`src/hdl/tcpq_pkg.sv`:
```
// types and constants of the two-class priority queue
package tcpq_pkg;

	localparam int QUEUE_DEPTH = 16;
	localparam int ID_BITS     = 16;
	localparam int OCC_W       = $clog2(QUEUE_DEPTH + 1);
	localparam int REM_W       = 5;
	localparam int BATCH_W     = 3;
	localparam int MAX_BATCH   = 4;
	localparam int CMD_W       = 2;
	localparam int STATUS_W    = 2;

	localparam logic [BATCH_W-1:0] BATCH_RESET = BATCH_W'(4);

	localparam logic [CMD_W-1:0] CMD_REGISTER = 2'd0;
	localparam logic [CMD_W-1:0] CMD_REMOVE   = 2'd1;
	localparam logic [CMD_W-1:0] CMD_CALL     = 2'd2;

	localparam logic [STATUS_W-1:0] ST_OK       = 2'd0;
	localparam logic [STATUS_W-1:0] ST_FULL     = 2'd1;
	localparam logic [STATUS_W-1:0] ST_NOTFOUND = 2'd2;
	localparam logic [STATUS_W-1:0] ST_EMPTY    = 2'd3;

	typedef enum logic [1:0] {
		OP_HOLD,
		OP_INSERT,
		OP_REMOVE,
		OP_POP
	} op_t;

	typedef struct packed {
		op_t                op;
		logic [ID_BITS-1:0] id;
		logic               fast;
	} cell_cmd_t;

	typedef struct packed {
		logic               valid;
		logic               fast;
		logic [ID_BITS-1:0] id;
	} entry_t;

	// ripple signals along the chain
	typedef struct packed {
		logic keep;
		logic seen;
	} link_t;

endpackage

```
`src/hdl/tcpq_if.sv`:
```
// handshake channels for command words and result words
interface tcpq_req_if;
	logic                               valid;
	logic                               ready;
	logic [tcpq_pkg::CMD_W-1:0]         cmd;
	logic [tcpq_pkg::ID_BITS-1:0]       ticket_id;
	logic                               express;

	modport source (output valid, cmd, ticket_id, express, input ready);
	modport sink (input valid, cmd, ticket_id, express, output ready);
endinterface

interface tcpq_rsp_if;
	logic                               valid;
	logic                               ready;
	logic [tcpq_pkg::STATUS_W-1:0]      status;
	logic [tcpq_pkg::ID_BITS-1:0]       called_id;
	logic                               called_fast;
	logic                               last;
	logic [tcpq_pkg::REM_W-1:0]         remaining;

	modport source (output valid, status, called_id, called_fast, last, remaining,
		input ready);
	modport sink (input valid, status, called_id, called_fast, last, remaining,
		output ready);
endinterface

```
`src/hdl/tcpq_cell.sv`:
```
// one slot of the queue chain
module tcpq_cell (
	input  logic                clk,
	input  logic                arst_n,
	input  tcpq_pkg::cell_cmd_t cmd,
	input  tcpq_pkg::entry_t    prev_entry,
	input  tcpq_pkg::entry_t    next_entry,
	input  tcpq_pkg::link_t     link_in,
	output tcpq_pkg::link_t     link_out,
	output tcpq_pkg::entry_t    entry
);

	logic                         valid_q;
	logic                         fast_q;
	logic [tcpq_pkg::ID_BITS-1:0] id_q;
	logic                         keep;
	logic                         match;
	tcpq_pkg::entry_t             entry_d;

	// slot stays put on insert when it holds an entry ahead of the new one
	assign keep  = valid_q && (cmd.fast ? fast_q : 1'b1);
	assign match = valid_q && (id_q == cmd.id);

	assign link_out.keep = keep;
	assign link_out.seen = link_in.seen | match;

	assign entry.valid = valid_q;
	assign entry.fast  = fast_q;
	assign entry.id    = id_q;

	always_comb begin
		entry_d = entry;
		case (cmd.op)
			tcpq_pkg::OP_INSERT: begin
				if (!keep) begin
					if (link_in.keep) begin
						entry_d.valid = 1'b1;
						entry_d.fast  = cmd.fast;
						entry_d.id    = cmd.id;
					end else begin
						entry_d = prev_entry;
					end
				end
			end
			tcpq_pkg::OP_REMOVE: begin
				if (link_in.seen || match) begin
					entry_d = next_entry;
				end
			end
			tcpq_pkg::OP_POP: begin
				entry_d = next_entry;
			end
			default: begin
				entry_d = entry;
			end
		endcase
	end

	always_ff @(posedge clk or negedge arst_n) begin
		if (!arst_n) begin
			valid_q <= 1'b0;
		end else begin
			valid_q <= entry_d.valid;
		end
	end

	always_ff @(posedge clk) begin
		fast_q <= entry_d.fast;
		id_q   <= entry_d.id;
	end

endmodule

```
`src/hdl/two_class_priority_queue_core.sv`:
```
// two-class priority queue of ticket ids: command sequencer and slot chain
//
// Commands arrive as words on the req channel (cmd, ticket_id, express) and
// results leave as words on the rsp channel, both valid/ready handshakes.
// Entries sit packed at the front of a chain of slots, express ahead of
// regular, each class in arrival order. batch_size is written on cfg_we.
// Register and remove are done in the cycle of acceptance by one shift of
// the chain; their single result word shows in the next cycle, and with rsp
// ready held high a new command is taken every cycle.
// A call is accepted, then pops one entry per cycle from slot 0 while the
// result register is free, giving n result words (n at most four); the last word
// carries last = 1. Only one word at a time passes the result register.
// When rsp ready is low the result register holds its word and req ready
// drops until it is taken. Reset empties the queue, drops any word in flight
// and sets batch_size to four.
module two_class_priority_queue_core (
	input  logic                          clk,
	input  logic                          arst_n,
	tcpq_req_if.sink                      req,
	tcpq_rsp_if.source                    rsp,
	input  logic                          cfg_we,
	input  logic [tcpq_pkg::BATCH_W-1:0]  cfg_data
);

	typedef enum logic {
		S_IDLE,
		S_CALL
	} state_t;

	state_t                            state_q, state_d;
	logic [tcpq_pkg::OCC_W-1:0]        occ_q, occ_d;
	logic [tcpq_pkg::BATCH_W-1:0]      left_q, left_d;
	logic [tcpq_pkg::BATCH_W-1:0]      batch_q;
	logic                              rsp_valid_q, rsp_valid_d;
	logic [tcpq_pkg::STATUS_W-1:0]     status_q, status_d;
	logic [tcpq_pkg::ID_BITS-1:0]      called_id_q, called_id_d;
	logic                              called_fast_q, called_fast_d;
	logic                              last_q, last_d;
	logic [tcpq_pkg::OCC_W-1:0]        remaining_q, remaining_d;

	logic                              out_free;
	logic                              accept;
	logic [tcpq_pkg::BATCH_W-1:0]      n_batch;
	logic [tcpq_pkg::BATCH_W-1:0]      n_eff;
	tcpq_pkg::cell_cmd_t               cell_cmd;
	tcpq_pkg::entry_t                  ent [tcpq_pkg::QUEUE_DEPTH];
	tcpq_pkg::link_t                   link [tcpq_pkg::QUEUE_DEPTH + 1];

	assign out_free  = !rsp_valid_q || rsp.ready;
	assign req.ready = (state_q == S_IDLE) && out_free;
	assign accept    = req.valid && req.ready;

	assign rsp.valid       = rsp_valid_q;
	assign rsp.status      = status_q;
	assign rsp.called_id   = called_id_q;
	assign rsp.called_fast = called_fast_q;
	assign rsp.last        = last_q;
	assign rsp.remaining   = tcpq_pkg::REM_W'(remaining_q);

	// slot chain
	assign link[0].keep = 1'b1;
	assign link[0].seen = 1'b0;

	for (genvar i = 0; i < tcpq_pkg::QUEUE_DEPTH; i++) begin : g_cell
		tcpq_pkg::entry_t prev_e;
		tcpq_pkg::entry_t next_e;

		if (i == 0) begin : g_first
			assign prev_e = '0;
		end else begin : g_inner_p
			assign prev_e = ent[i-1];
		end

		if (i == tcpq_pkg::QUEUE_DEPTH - 1) begin : g_end
			assign next_e = '0;
		end else begin : g_inner_n
			assign next_e = ent[i+1];
		end

		tcpq_cell u_cell (
			.clk        (clk),
			.arst_n     (arst_n),
			.cmd        (cell_cmd),
			.prev_entry (prev_e),
			.next_entry (next_e),
			.link_in    (link[i]),
			.link_out   (link[i+1]),
			.entry      (ent[i])
		);
	end

	// batch length clamped to 1..MAX_BATCH and to the occupancy
	always_comb begin
		if (batch_q == '0) begin
			n_batch = tcpq_pkg::BATCH_W'(1);
		end else if (batch_q > tcpq_pkg::BATCH_W'(tcpq_pkg::MAX_BATCH)) begin
			n_batch = tcpq_pkg::BATCH_W'(tcpq_pkg::MAX_BATCH);
		end else begin
			n_batch = batch_q;
		end
		if (tcpq_pkg::OCC_W'(n_batch) > occ_q) begin
			n_eff = occ_q[tcpq_pkg::BATCH_W-1:0];
		end else begin
			n_eff = n_batch;
		end
	end

	always_comb begin
		state_d       = state_q;
		occ_d         = occ_q;
		left_d        = left_q;
		rsp_valid_d   = rsp_valid_q && !rsp.ready;
		status_d      = status_q;
		called_id_d   = called_id_q;
		called_fast_d = called_fast_q;
		last_d        = last_q;
		remaining_d   = remaining_q;
		cell_cmd.op   = tcpq_pkg::OP_HOLD;
		cell_cmd.id   = req.ticket_id;
		cell_cmd.fast = req.express;

		if (accept) begin
			called_id_d   = '0;
			called_fast_d = 1'b0;
			last_d        = 1'b1;
			remaining_d   = occ_q;
			case (req.cmd)
				tcpq_pkg::CMD_REGISTER: begin
					rsp_valid_d = 1'b1;
					if (occ_q == tcpq_pkg::OCC_W'(tcpq_pkg::QUEUE_DEPTH)) begin
						status_d = tcpq_pkg::ST_FULL;
					end else begin
						cell_cmd.op = tcpq_pkg::OP_INSERT;
						status_d    = tcpq_pkg::ST_OK;
						occ_d       = occ_q + 1'b1;
						remaining_d = occ_q + 1'b1;
					end
				end
				tcpq_pkg::CMD_REMOVE: begin
					rsp_valid_d = 1'b1;
					cell_cmd.op = tcpq_pkg::OP_REMOVE;
					if (link[tcpq_pkg::QUEUE_DEPTH].seen) begin
						status_d    = tcpq_pkg::ST_OK;
						occ_d       = occ_q - 1'b1;
						remaining_d = occ_q - 1'b1;
					end else begin
						status_d = tcpq_pkg::ST_NOTFOUND;
					end
				end
				tcpq_pkg::CMD_CALL: begin
					if (occ_q == '0) begin
						rsp_valid_d = 1'b1;
						status_d    = tcpq_pkg::ST_EMPTY;
					end else begin
						state_d = S_CALL;
						left_d  = n_eff;
					end
				end
				default: begin
					state_d = S_IDLE;
				end
			endcase
		end else if (state_q == S_CALL && out_free) begin
			cell_cmd.op   = tcpq_pkg::OP_POP;
			rsp_valid_d   = 1'b1;
			status_d      = tcpq_pkg::ST_OK;
			called_id_d   = ent[0].id;
			called_fast_d = ent[0].fast;
			last_d        = (left_q == tcpq_pkg::BATCH_W'(1));
			occ_d         = occ_q - 1'b1;
			remaining_d   = occ_q - 1'b1;
			left_d        = left_q - 1'b1;
			if (left_q == tcpq_pkg::BATCH_W'(1)) begin
				state_d = S_IDLE;
			end
		end
	end

	always_ff @(posedge clk or negedge arst_n) begin
		if (!arst_n) begin
			state_q       <= S_IDLE;
			occ_q         <= '0;
			left_q        <= '0;
			batch_q       <= tcpq_pkg::BATCH_RESET;
			rsp_valid_q   <= 1'b0;
			status_q      <= tcpq_pkg::ST_OK;
			called_id_q   <= '0;
			called_fast_q <= 1'b0;
			last_q        <= 1'b0;
			remaining_q   <= '0;
		end else begin
			state_q       <= state_d;
			occ_q         <= occ_d;
			left_q        <= left_d;
			if (cfg_we) begin
				batch_q <= cfg_data;
			end
			rsp_valid_q   <= rsp_valid_d;
			status_q      <= status_d;
			called_id_q   <= called_id_d;
			called_fast_q <= called_fast_d;
			last_q        <= last_d;
			remaining_q   <= remaining_d;
		end
	end

endmodule

```
`src/flat_wrapper.sv`:
```
// flat-port wrapper written by rule: the top's interface ports become plain ports
module two_class_priority_queue_core_flat 
  (clk, arst_n, cfg_we, cfg_data, req_valid, req_cmd, req_ticket_id, req_express, req_ready, rsp_valid, rsp_status, rsp_called_id, rsp_called_fast, rsp_last, rsp_remaining, rsp_ready);
  tcpq_req_if req_i ();
  tcpq_rsp_if rsp_i ();
  input  logic clk;
  input  logic arst_n;
  input  logic cfg_we;
  input  logic [tcpq_pkg::BATCH_W-1:0] cfg_data;
  input wire logic [$bits(req_i.valid)-1:0] req_valid;
  input wire logic [$bits(req_i.cmd)-1:0] req_cmd;
  input wire logic [$bits(req_i.ticket_id)-1:0] req_ticket_id;
  input wire logic [$bits(req_i.express)-1:0] req_express;
  output wire logic [$bits(req_i.ready)-1:0] req_ready;
  output wire logic [$bits(rsp_i.valid)-1:0] rsp_valid;
  output wire logic [$bits(rsp_i.status)-1:0] rsp_status;
  output wire logic [$bits(rsp_i.called_id)-1:0] rsp_called_id;
  output wire logic [$bits(rsp_i.called_fast)-1:0] rsp_called_fast;
  output wire logic [$bits(rsp_i.last)-1:0] rsp_last;
  output wire logic [$bits(rsp_i.remaining)-1:0] rsp_remaining;
  input wire logic [$bits(rsp_i.ready)-1:0] rsp_ready;
  assign req_i.valid = req_valid;
  assign req_i.cmd = req_cmd;
  assign req_i.ticket_id = req_ticket_id;
  assign req_i.express = req_express;
  assign req_ready = req_i.ready;
  assign rsp_valid = rsp_i.valid;
  assign rsp_status = rsp_i.status;
  assign rsp_called_id = rsp_i.called_id;
  assign rsp_called_fast = rsp_i.called_fast;
  assign rsp_last = rsp_i.last;
  assign rsp_remaining = rsp_i.remaining;
  assign rsp_i.ready = rsp_ready;
  two_class_priority_queue_core u_core (.clk(clk), .arst_n(arst_n), .req(req_i), .rsp(rsp_i), .cfg_we(cfg_we), .cfg_data(cfg_data));
endmodule
```
`config.mk`:
```
export PLATFORM = sky130hd
export DESIGN_NAME = two_class_priority_queue_core_flat
export DESIGN_NICKNAME = d
export VERILOG_FILES = /design/src/hdl/tcpq_pkg.sv /design/src/hdl/tcpq_if.sv /design/src/hdl/tcpq_cell.sv /design/src/hdl/two_class_priority_queue_core.sv /design/src/flat_wrapper.sv
export SDC_FILE = /design/constraint.sdc
export NUM_CORES = 1
export LEC_CHECK = 0
export BUFFER_PORTS_ARGS = -buffer_cell sky130_fd_sc_hd__buf_2
export CAP_MARGIN = 40
export CORE_ASPECT_RATIO = 1.2
export CORE_MARGIN = 3
export CORE_UTILIZATION = 30
export DETAILED_ROUTE_END_ITERATION = 8
export HOLD_SLACK_MARGIN = 0.03
export PLACE_DENSITY_LB_ADDON = 0.15
export SYNTH_ARGS = -nofsm -noshare
export SYNTH_HDL_FRONTEND = slang
export SYNTH_HIERARCHICAL = 1
export SYNTH_SLANG_ARGS = --single-unit
```
`constraint.sdc`:
```
create_clock -name clk -period 6.6 [get_ports clk]
set_input_delay 0.99 -clock clk [delete_from_list [all_inputs] [get_ports clk]]
set_output_delay 0.99 -clock clk [all_outputs]
set_load 0.05 [all_outputs]
```
* Word level (Yosys, flattened, before mapping) *
Cells that the tools add are included.

cells by class
  reduce and logical (&&, ||, !) cells = 81
  equality and inequality tests = 64
  muxes and demuxes = 116
  add/subtract/negate cells = 3
  bitwise logic cells = 16
  magnitude comparators = 2

operators by type and width
  operator                                                             number
  18-bit case mux with 3 select lines                                  16
  18-bit 2-to-1 mux                                                    47
  16-bit == test                                                       16
  2-bit != test (second input constant)                                35
  3-bit AND reduction                                                  18
  1-bit logical AND                                                    36
  16-bit 2-to-1 mux                                                    2
  1-bit 2-to-1 mux                                                     29
  3-bit 2-to-1 mux                                                     7
  5-bit 2-to-1 mux                                                     4
  1-bit logical OR                                                     16
  3-bit != test (second input constant)                                5
  1-bit OR                                                             15
  2-bit 2-to-1 mux                                                     6
  5-bit case mux with 2 select lines                                   1
  4-bit AND reduction                                                  2
  2-bit == test (second input constant)                                3
  2-bit case mux with 3 select lines                                   1
  5-bit by 1-bit adder with 5-bit output (second input constant)       1
  5-bit == test (second input constant)                                1
  3-bit by 5-bit greater-than comparator with 1-bit output             1
  5-bit zero test                                                      1
  5-bit by 1-bit subtractor with 5-bit output (second input constant)  1
  2-bit by 1-bit == test with 1-bit output (second input constant)     2
  13 further kinds                                                     16

word-level totals
  bits in registers = 321

* Logic depth before layout (Yosys ltp) *
Gate-level depths: netlist (run 1).

  depth in word-level cells = 20
  depth in mapped cells = 24
  mapped depth without buffers = 24

* Modules after synthesis *
Netlist (run 1), hierarchy kept.

by module, submodules not included
  module                         times used  area an instance (um^2)  cells an instance
  tcpq_cell                      16          1199.9                   116
  two_class_priority_queue_core  1           1925.6                   171

* Worst setup path before layout (run 1) *
OpenSTA, ideal clock, no wires.

  path kind = in2reg
  from = in req_ticket_id[12]
  to = reg u_core.remaining_q, in the netlist u_core/rsp.remaining[1]
  setup slack = -0.286 ns
  data required time = 6.476 ns
  data arrival time = 6.762 ns
  cell stages on the path = 24
  cell sequence = xor2_1 > nor4_2 > nand2_1 > nor4_1 > or2_2 > or2_2 > or2_2 > or2_2 > or2_2 > or2_2 > or2_2 > or2_2 > or2_2 > or2_2 > or2_2 > or2_2 > or2_2 > or2_2 > or2_2 > or2_2 > nand2b_1 > a41oi_1 > a311oi_1 > or2_1

RTL lines
  element               line                                  RTL
  from (decl)           flat_wrapper.sv:12                    input wire logic [$bits(req_i.ticket_id)-1:0] req_ticket_id;
  to (signal assigned)  two_class_priority_queue_core.sv:203  remaining_q <= remaining_d;
  to (decl)             two_class_priority_queue_core.sv:39   logic [tcpq_pkg::OCC_W-1:0] remaining_q, remaining_d;

==> results.sh, run 1 <==
export IMPL_whs_path_depth=1
export IMPL_ir_drop_mv=0.248
export IMPL_hold_buffers=0
export IMPL_cp_start_kind="primary input"
export IMPL_clk_latency_ns=0.58
export IMPL_layout_drive_gt1_share_pct=16.1
export IMPL_cp_slowest_cell="or2_2"
export IMPL_post_cts_buffers=0
export IMPL_p_per_area_mw_per_mm2=548
export IMPL_initial_core_util_pct=30.6
export IMPL_die_y_um=297
export IMPL_clock_skew_final_ns=0.0105
export IMPL_cts_sinks=321
export IMPL_yosysWarnings=6
export IMPL_clk_path_buf_depth=3
export IMPL_area_growth_pct=13.2
export IMPL_tns_ns=0
export IMPL_r2r_end="u_core/rsp.remaining[3]$_DFFE_PN0P_"
export IMPL_max_freq_ghz=0.155
export IMPL_syn_area_mm2=0.0211
export IMPL_hold_path_startpoint="u_core/rsp.called_id[6]$_DFFE_PN0N_"
export IMPL_gp_congestion=0.802
export IMPL_r2r_start="u_core/g_cell[0].u_cell/id_q[12]$_DFFE_PP_"
export IMPL_hp_class="reg -> reg"
export IMPL_hold_violations=0
export IMPL_grt_max_degree=153
export IMPL_syn_inst=2025
export IMPL_hold_slack_ns=0.494
export IMPL_drc=0
export IMPL_worstPathRequired_ns=7.04
export IMPL_grt_pass1_vias=15800
export IMPL_setup_viol=0
export IMPL_cts_root_buffer="clkbuf_16"
export IMPL_antenna_left=0
export IMPL_drtPass1Iterations=5
export IMPL_crit_path_frequent_cell="or2_2"
export IMPL_drtIter0Drc=974
export IMPL_fin_crit_sh_pct=98.0
export IMPL_fin_crit_ns=6.47
export IMPL_maxSlewViolCount=0
export IMPL_max_cap_violations=0
export IMPL_vias_per_cell=5.11
export IMPL_nets=2141
export IMPL_end_kind="flop"
export IMPL_arrival_ns=6.91
export IMPL_p_leak_nw=9.19
export IMPL_worst_r2r_path_depth=24
export IMPL_grt_pass1_wl_mm=103
export IMPL_worst_slew_pin_slew_ns=0.862
export IMPL_core_area_mm2=0.0690
export IMPL_htreeDepth=2
export IMPL_r2r_slack_ns=0.17
export IMPL_max_stage_delay_ns=0.33
export IMPL_status="completed"
export IMPL_cts_tree="done"
export IMPL_portBuffers=53
export IMPL_wire_per_inst_um=22.8
export IMPL_grt_antenna_before_repair=7
export IMPL_die_area_mm2=0.0736
export IMPL_vias=15600
export IMPL_wirelength_mm=69.4
export IMPL_relSlewSlack_pct=42.0
export IMPL_rsz0062_at_grt="no"
export IMPL_path_class="in -> reg"
export IMPL_post_route_util_pct=34.6
export IMPL_cts_clk_slew_worst_paths_ns=0.06
export IMPL_final_common_cell="nand2_1"
export IMPL_cp_max_fo=4
export IMPL_hold_end="u_core/rsp.called_id[6]$_DFFE_PN0N_"
export IMPL_io_pins=54
export IMPL_postSynthAreaPerCell_um2=10.4
export IMPL_die_w_um=248
export IMPL_rows=105
export IMPL_grt_ovfl_total=0
export IMPL_track_usage_pct=18.7
export IMPL_cts_buffers=41
export IMPL_layout_common_cells="nand2_1, mux2i_1, o21ai_0"
export IMPL_dp_hpwl_mm=49.4
[registers in the layout (all words and copies together) (netlist names)]
signal,flops
u_core/g_cell.u_cell/valid_q,16
u_core/rsp.called_fast,1
u_core/left_q,3
u_core/batch_q,3
u_core/state_q,1
u_core/rsp.called_id,16
u_core/rsp.status,2
u_core/rsp.last,1
u_core/rsp.remaining,5
u_core/rsp.valid,1
u_core/g_cell.u_cell/id_q,256
u_core/g_cell.u_cell/fast_q,16
[routing by layer]
metal	routed length [um]	global-route usage (%)	vias up
met5	13	0	-
met2	34600	33.1	343
li1	-	-	7362
met4	1600	4.67	2
met1	30500	24.0	7767
met3	2660	2.53	95
[what timing repair did]
action / 4_1_cts / 5_1_grt
gates resized for setup: 4 / 3
endpoints found under the setup margin: 5 / 5
hold endpoints to repair: 0 / 0
pin swaps: 2 / 1
[worst max-delay path, delay by kind of cell]
family,cells,cell delay (ns)
XOR/XNOR,2,0.33
AO/OA/AOI/OAI,2,0.36
AND/OR/NAND/NOR,20,5.11
buffers and inverters,1,0.12
[per-stage QoR]
step                      cells  power (mW)  area, um^2  setup slack (ns)
after detailed placement   2968        11.0       22600            -0.692
after CTS                  3041        13.2       23900            0.0520
after global routing       3041        13.9       23900            0.0552
after floorplan            2062        9.07       21300            0.0111
after global placement     2958        10.8       22400            -0.690
final                      3044        13.1       23900             0.132
[worst max-delay path by stage]
stage                            startpoint  slack, ns                                  end
after CTS                  req_ticket_id[2]       0.05  u_core/rsp.remaining[3]$_DFFE_PN0P_
after global placement    req_ticket_id[12]      -0.69  u_core/rsp.remaining[1]$_DFFE_PN0P_
final                      req_ticket_id[2]       0.13  u_core/rsp.remaining[3]$_DFFE_PN0P_
after global routing      req_ticket_id[12]       0.06  u_core/rsp.remaining[3]$_DFFE_PN0P_
after floorplan           req_ticket_id[12]       0.01  u_core/rsp.remaining[1]$_DFFE_PN0P_
after detailed placement   req_ticket_id[2]      -0.69  u_core/rsp.remaining[1]$_DFFE_PN0P_
[layout make-up]
| type | count | area [um^2] |
|---|---|---|
| fill | 6988 | 45100 |
| tap | 909 | 1140 |
| clock buffer | 64 | 1190 |
| inverter | 12 | 45.0 |
| timing repair buffer | 148 | 1150 |
| antenna | 3 | 7.51 |
| sequential | 321 | 9400 |
| clock inverter | 9 | 66.3 |
| multi-input combinational | 1578 | 10900 |
[power by group]
part	switching, mW	leakage [nW]	internal, mW	total, mW
combinational	3.51	5.42	2.27	5.79
clock	0.930	0.614	1.24	2.17
sequential	1.24	3.15	3.90	5.15
total	5.68	9.19	7.42	13.1
Note: power is estimated with default switching activity, not from simulation.
==> run 2: changes to the inputs <==
--- a/config.mk
+++ b/config.mk
@@ -12,6 +12,7 @@
 export CORE_UTILIZATION = 30
 export DETAILED_ROUTE_END_ITERATION = 8
 export HOLD_SLACK_MARGIN = 0.03
+export MAX_ROUTING_LAYER = met4
 export PLACE_DENSITY_LB_ADDON = 0.15
 export SYNTH_ARGS = -nofsm -noshare
 export SYNTH_HDL_FRONTEND = slang
==> run 2 against run 1 <==
Global-route usage grew 0.58 points. Final cell count is essentially flat. Combinational power about the same. Cell area about the same. Flip-flop and latch count unchanged. Critical path depth unchanged. Via count hardly changed.
==> results.sh, run 2 (synthesis results as in run 1) <==
export IMPL_status="completed"
export IMPL_cts_tree="done"
export IMPL_relSlewSlack_pct=45.1
export IMPL_drtPass1Iterations=5
export IMPL_crit_path_frequent_cell="or2_2"
export IMPL_worstPathRequired_ns=7.04
export IMPL_cts_clk_slew_worst_paths_ns=0.06
export IMPL_worst_slew_pin_slew_ns=0.823
export IMPL_end_kind="flop"
export IMPL_grt_ovfl_total=0
export IMPL_wirelength_mm=69.1
export IMPL_track_usage_pct=19.2
export IMPL_whs_path_depth=1
export IMPL_grt_util_met3_pct=2.54
export IMPL_post_route_util_pct=34.7
export IMPL_die_w_um=248
export IMPL_met1_usage_pct=24.0
export IMPL_area_growth_pct=13.2
export IMPL_max_stage_delay_ns=0.32
export IMPL_grt_pass1_wl_mm=103
export IMPL_wire_per_inst_um=22.7
export IMPL_gr_max_usage_layer="met2"
export IMPL_grt_pass1_vias=15800
export IMPL_clk_path_buf_depth=3
export IMPL_layout_drive_gt1_share_pct=16.1
export IMPL_hp_class="reg -> reg"
export IMPL_htreeDepth=2
export IMPL_dp_cells=2968
export IMPL_seqPwrFrac_pct=39.3
export IMPL_cp_start_kind="primary input"
export IMPL_rsz0062_at_grt="no"
export IMPL_maxSlewViolCount=0
export IMPL_core_area_mm2=0.0690
export IMPL_layout_common_cells="nand2_1, mux2i_1, o21ai_0"
export IMPL_post_cts_buffers=0
export IMPL_rows=105
export IMPL_drtIter0Drc=1097
export IMPL_nets=2141
export IMPL_setup_viol=0
export IMPL_fin_crit_sh_pct=97.6
export IMPL_portBuffers=53
export IMPL_die_y_um=297
export IMPL_r2r_slack_ns=0.19
export IMPL_antenna_left=0
export IMPL_hold_violations=0
export IMPL_vias_per_cell=5.11
export IMPL_arrival_ns=6.89
export IMPL_dp_hpwl_mm=49.4
export IMPL_final_common_cell="nand2_1"
export IMPL_cp_max_fo=4
export IMPL_comb_power_share_pct=44.1
export IMPL_tns_ns=0
export IMPL_drc=0
export IMPL_largest_register="u_core/g_cell.u_cell/id_q"
export IMPL_p_leak_nw=9.19
export IMPL_fin_crit_ns=6.44
export IMPL_ir_drop_mv=0.247
export IMPL_cts_sinks=321
export IMPL_die_area_mm2=0.0736
export IMPL_fillers=6989
export IMPL_io_pins=54
export IMPL_cts_buffers=41
export IMPL_grt_max_degree=153
export IMPL_max_cap_violations=0
export IMPL_gp_congestion=0.814
export IMPL_path_class="in -> reg"
export IMPL_hold_buffers=0
export IMPL_p_clk_share_pct=16.6
export IMPL_cp_slowest_cell="or2_2"
export IMPL_use_met2_pct=33.0
export IMPL_largest_register_ffs=256
export IMPL_clock_skew_final_ns=0.0124
export IMPL_final_cells=3045
export IMPL_worst_r2r_path_depth=24
export IMPL_initial_core_util_pct=30.6
export IMPL_max_freq_ghz=0.155
export IMPL_cts_root_buffer="clkbuf_16"
export IMPL_p_sw_mw=5.67
export IMPL_internal_power_mw=7.42
export IMPL_clk_latency_ns=0.57
export IMPL_netSwitchingFraction_pct=43.3
export IMPL_grt_antenna_before_repair=7
export IMPL_p_per_area_mw_per_mm2=548
export IMPL_vias=15600
-- run 2: cell count changes in the layout (fill, tap and decap cells not counted) --
cell,previous run,this run
diode_2,3,4
-- run 2: per-layer routing --
layer  part of all wire (%)  vias to the layer above
li1                       -                     7363
met1                     44                     7738
met2                     50                      360
met3                    4.2                      107
met4                    2.4                        0
met5                      0                        -
-- run 2: what timing repair did --
action,in CTS,in global routing
pin swaps,2,1
gates resized for setup,4,3
endpoints found under the setup margin,5,5
-- run 2: stage by stage --
stage	power (mW)	area (um^2)	setup WS [ns]	hold WS [ns]
final	13.1	23900	0.156	0.494
after global routing	14.0	23900	0.0552	0.514
after CTS	13.2	23900	0.0520	0.500
after detailed placement	11.0	22600	-0.692	0.484
after global placement	10.8	22400	-0.690	0.480
after floorplan	9.07	21300	0.0111	0.475
-- run 2: worst paths after layout --
kind                                                             from                                            to
max reg2reg                u_core/g_cell[0].u_cell/id_q[10]$_DFFE_PP_           u_core/rsp.remaining[3]$_DFFE_PN0P_
max                                                  req_ticket_id[2]           u_core/rsp.remaining[3]$_DFFE_PN0P_
min                               u_core/rsp.called_id[6]$_DFFE_PN0N_           u_core/rsp.called_id[6]$_DFFE_PN0N_
min in group asynchronous                                      arst_n  u_core/g_cell[10].u_cell/valid_q$_DFFE_PN0P_
max in group asynchronous                                      arst_n                 u_core/batch_q[2]$_DFFE_PN1P_
min reg2reg                       u_core/rsp.called_id[6]$_DFFE_PN0N_           u_core/rsp.called_id[6]$_DFFE_PN0N_
-- run 2: critical path: cells and delay by family --
kind / cells / cell delay, ns
buf+inv: 1 / 0.12
xor+xnor: 2 / 0.33
simple gates: 20 / 5.07
compound gates: 2 / 0.36
-- run 2: area by class of cell --
class,count,area (um^2),area share [%]
antenna,4,10.0,0.0419
clock buffer,64,1190,4.99
clock inverter,9,66.3,0.277
inverter,12,45.0,0.188
multi-input combinational,1578,10900,45.6
sequential,321,9400,39.3
tap,909,1140,4.76
timing repair buffer,148,1150,4.83
-- run 2: power groups by stage --
stage,combinational (mW),sequential [mW],clock (mW)
floorplan,4.25,4.82,0
global placement,5.61,5.20,0
detailed placement,5.79,5.19,0
CTS,5.81,5.17,2.24
global route,6.35,5.28,2.32
finish,5.78,5.14,2.17
==> run 3: changes to the inputs <==
--- a/config.mk
+++ b/config.mk
@@ -14,7 +14,7 @@
 export HOLD_SLACK_MARGIN = 0.03
 export MAX_ROUTING_LAYER = met4
 export PLACE_DENSITY_LB_ADDON = 0.15
+export RECOVER_POWER = 100
 export SYNTH_ARGS = -nofsm -noshare
 export SYNTH_HDL_FRONTEND = slang
-export SYNTH_HIERARCHICAL = 1
 export SYNTH_SLANG_ARGS = --single-unit
==> run 3 against run 2 <==
Sequential share of layout area increased by 2.9 points. Register-to-register slack improved by 2.0 ns. The flow now finishes with violations (capacitance limit, slew limit). Global-route usage increased by 0.25 points.
==> results.sh, run 3 <==
export IMPL_crit_chain="clkbuf_1 > inv_1 > o21ai_0 > buf_16 > nand2_1 > a21boi_0 > clkbuf_1"
export IMPL_cp_start_kind="primary input"
export IMPL_max_cap_violations=7
export IMPL_r2r_slack_ns=2.15
export IMPL_initial_core_util_pct=30.5
export IMPL_yosysMostFrequentCell="nand2_1"
export IMPL_worstPathRequired_ns=6.79
export IMPL_tns_ns=0
export IMPL_regArea_mm2=0.00940
export IMPL_ys_seq_area_share_pct=47.6
export IMPL_dp_hpwl_mm=47.1
export IMPL_p_sw_mw=3.01
export IMPL_wirelength_mm=66.0
export IMPL_status="finished with violations"
export IMPL_p_leak_nw=7.93
export IMPL_largest_register_ffs=256
export IMPL_cts_root_buffer="clkbuf_16"
export IMPL_whs_path_depth=2
export IMPL_grt_antenna_before_repair=0
export IMPL_drc=0
export IMPL_hold_slack_ns=0.480
export IMPL_yosysTopAreaCellShare_pct=41.4
export IMPL_hold_end="u_core.rsp.last$_DFFE_PN0P_"
export IMPL_end_kind="flop"
export IMPL_max_freq_ghz=0.197
export IMPL_layout_common_cells="nand2_1, o21ai_0, edfxtp_1"
export IMPL_die_y_um=287
export IMPL_gp_congestion=0.885
export IMPL_p_per_area_mw_per_mm2=369
export IMPL_io_pins=54
export IMPL_synth_ff_type="edfxtp_1"
export IMPL_worst_r2r_path_depth=6
export IMPL_ys_types=59
export IMPL_crit_start="req_express"
export IMPL_fillers=6720
export IMPL_cts_tree="done"
export IMPL_track_usage_pct=19.5
export IMPL_clock_skew_final_ns=0.0216
export IMPL_grt_max_degree=172
export IMPL_cts_clk_slew_worst_paths_ns=0.06
export IMPL_post_route_cell_area_mm2=0.0222
export IMPL_hp_class="reg -> reg"
export IMPL_worst_slew_pin_slew_ns=3.09
export IMPL_placed_cell_area_mm2=0.0211
export IMPL_post_cts_buffers=0
export IMPL_drtPass1Iterations=5
export IMPL_vias_per_cell=5.27
export IMPL_fin_crit_ns=5.08
export IMPL_portBuffers=53
export IMPL_setup_viol=0
export IMPL_cts_resized=0
export IMPL_postSynthAreaPerCell_um2=9.79
export IMPL_core_area_mm2=0.0648
export IMPL_syn_area_mm2=0.0197
export IMPL_grt_ovfl_total=0
export IMPL_maxSlewViolCount=437
export IMPL_comb_power_share_pct=32.2
export IMPL_nets=2055
export IMPL_cts_buffers=37
export IMPL_p_clk_share_pct=26.8
export IMPL_syn_inst=2017
export IMPL_ys_top_cells_by_count="nand2_1, o21ai_0, edfxtp_1"
export IMPL_synth_edf_count=272
export IMPL_fin_crit_sh_pct=77.0
export IMPL_violations="capacitance limit, slew limit"
export IMPL_ir_drop_mv=0.226
export IMPL_die_area_mm2=0.0690
export IMPL_hold_violations=0
export IMPL_cp_max_fo=19
export IMPL_relSlewSlack_pct=-106
export IMPL_ys_ff_latch=321
export IMPL_rows=102
export IMPL_crit_path_frequent_cell="clkbuf_1"
export IMPL_clk_path_buf_depth=3
export IMPL_rsz0062_at_grt="no"
export IMPL_multi_input_area_mm2=0.00965
export IMPL_async_flop_share_pct=15.3
export IMPL_netSwitchingFraction_pct=36.7
export IMPL_r2r_start="u_core.state_q$_DFFE_PN0P_"
export IMPL_hold_buffers=0
export IMPL_cp_slowest_cell="o21ai_0"
export IMPL_drtIter0Drc=904
export IMPL_arrival_ns=5.27
export IMPL_wire_per_inst_um=22.9
export IMPL_area_growth_pct=12.7
export IMPL_path_class="in -> reg"
export IMPL_grt_pass1_wl_mm=99.4
export IMPL_layout_drive_gt1_share_pct=7.63
export IMPL_cts_sinks=321
export IMPL_clk_latency_ns=0.57
export IMPL_syn_nets=2056
export IMPL_r2r_end="u_core.g_cell[6].u_cell.id_q[2]$_DFFE_PP_"
export IMPL_vias=15100
export IMPL_antenna_left=0
export IMPL_final_common_cell="nand2_1"
export IMPL_largest_register="u_core.g_cell.u_cell.id_q"
export IMPL_synth_top_cell_by_area="edfxtp_1"
export IMPL_yosys_top_cells_area="edfxtp_1, mux2i_1, nand2_1"
export IMPL_hold_path_startpoint="u_core.rsp.last$_DFFE_PN0P_"
export IMPL_diodes=0
export IMPL_grt_pass1_vias=15700
export IMPL_die_w_um=240
export IMPL_seqPwrFrac_pct=41.0
export IMPL_max_stage_delay_ns=1.13
export IMPL_htreeDepth=2
export IMPL_internal_power_mw=5.20
export IMPL_yosysWarnings=0
## run 3: cell count changes in the layout (fill, tap and decap cells not counted), moves of 34 or more
cell	change
buf_4	-45
mux2i_1	-47
xor2_1	-34
nand2_1	+56
xnor2_1	+37
conb_1	-39
## run 3: final cells by class
class                      instances  share of cell area, %
clock buffer                      50                   4.84
clock inverter                    18                  0.832
inverter                          30                  0.506
multi-input combinational       1509                   43.4
sequential                       321                   42.2
tap                              832                   4.68
timing repair buffer             117                   3.51
## run 3: kinds of logic after synthesis
logic type / share of synthesized area [%]
AOI/OAI and AO/OA: 10.8
xor gates and xnor gates: 11.6
adders and majority gates: 0.760
buffers and inverters: 3.83
DFF: 47.6
muxes: 11.8
and+or+nand+nor: 13.6
## run 3: through the flow
step	worst slack (ns)	total power, mW	utilization (%)	instances
after floorplan	2.19	5.09	-	2017
after global placement	1.86	5.95	32.2	2791
after detailed placement	1.99	6.07	32.6	2809
after CTS	2.60	8.30	34.6	2877
after global routing	1.30	8.65	34.3	2877
final	1.52	8.20	34.3	2877
## run 3: how the worst max path moves through the flow
stage | endpoint | slack [ns] | cells after the start
after floorplan | u_core.g_cell[1].u_cell.fast_q$_DFFE_PP_ | 2.19 | 6
after global placement | u_core.g_cell[15].u_cell.id_q[0]$_SDFFCE_PN0P_ | 1.86 | 8
after detailed placement | u_core.g_cell[15].u_cell.id_q[8]$_SDFFCE_PN0P_ | 1.99 | 9
after CTS | u_core.g_cell[15].u_cell.id_q[8]$_SDFFCE_PN0P_ | 2.60 | 9
after global routing | u_core.g_cell[1].u_cell.id_q[14]$_DFFE_PP_ | 1.30 | 7
final | u_core.g_cell[1].u_cell.id_q[11]$_DFFE_PP_ | 1.52 | 7
## run 3: routing by layer
metal / vias up / wire length [um] / part of all wire (%) / global-route usage, %
met3: 115 / 2330 / 3.5 / 2.14
li1: 7144 / - / - / -
met2: 354 / 34000 / 51 / 34.1
met5: - / 0 / 0 / -
met1: 7535 / 27900 / 42 / 23.5
met4: 0 / 1870 / 2.8 / 6.16
## run 3: critical path, delay by kind of cell
| family | cells | cell delay, ns |
|---|---|---|
| buffers and inverters | 4 | 2.67 |
| AOI/OAI and AO/OA | 2 | 1.53 |
| and+or+nand+nor | 1 | 0.05 |
## run 3: power by group through the flow
| stage | logic [mW] | registers (mW) | clock network, mW |
|---|---|---|---|
| 2_1_floorplan | 1.81 | 3.28 | 0 |
| 3_3_place_gp | 2.55 | 3.40 | 0 |
| 3_5_place_dp | 2.66 | 3.40 | 0 |
| 4_1_cts | 2.67 | 3.36 | 2.26 |
| 5_1_grt | 2.91 | 3.41 | 2.33 |
| 6_report | 2.64 | 3.36 | 2.20 |
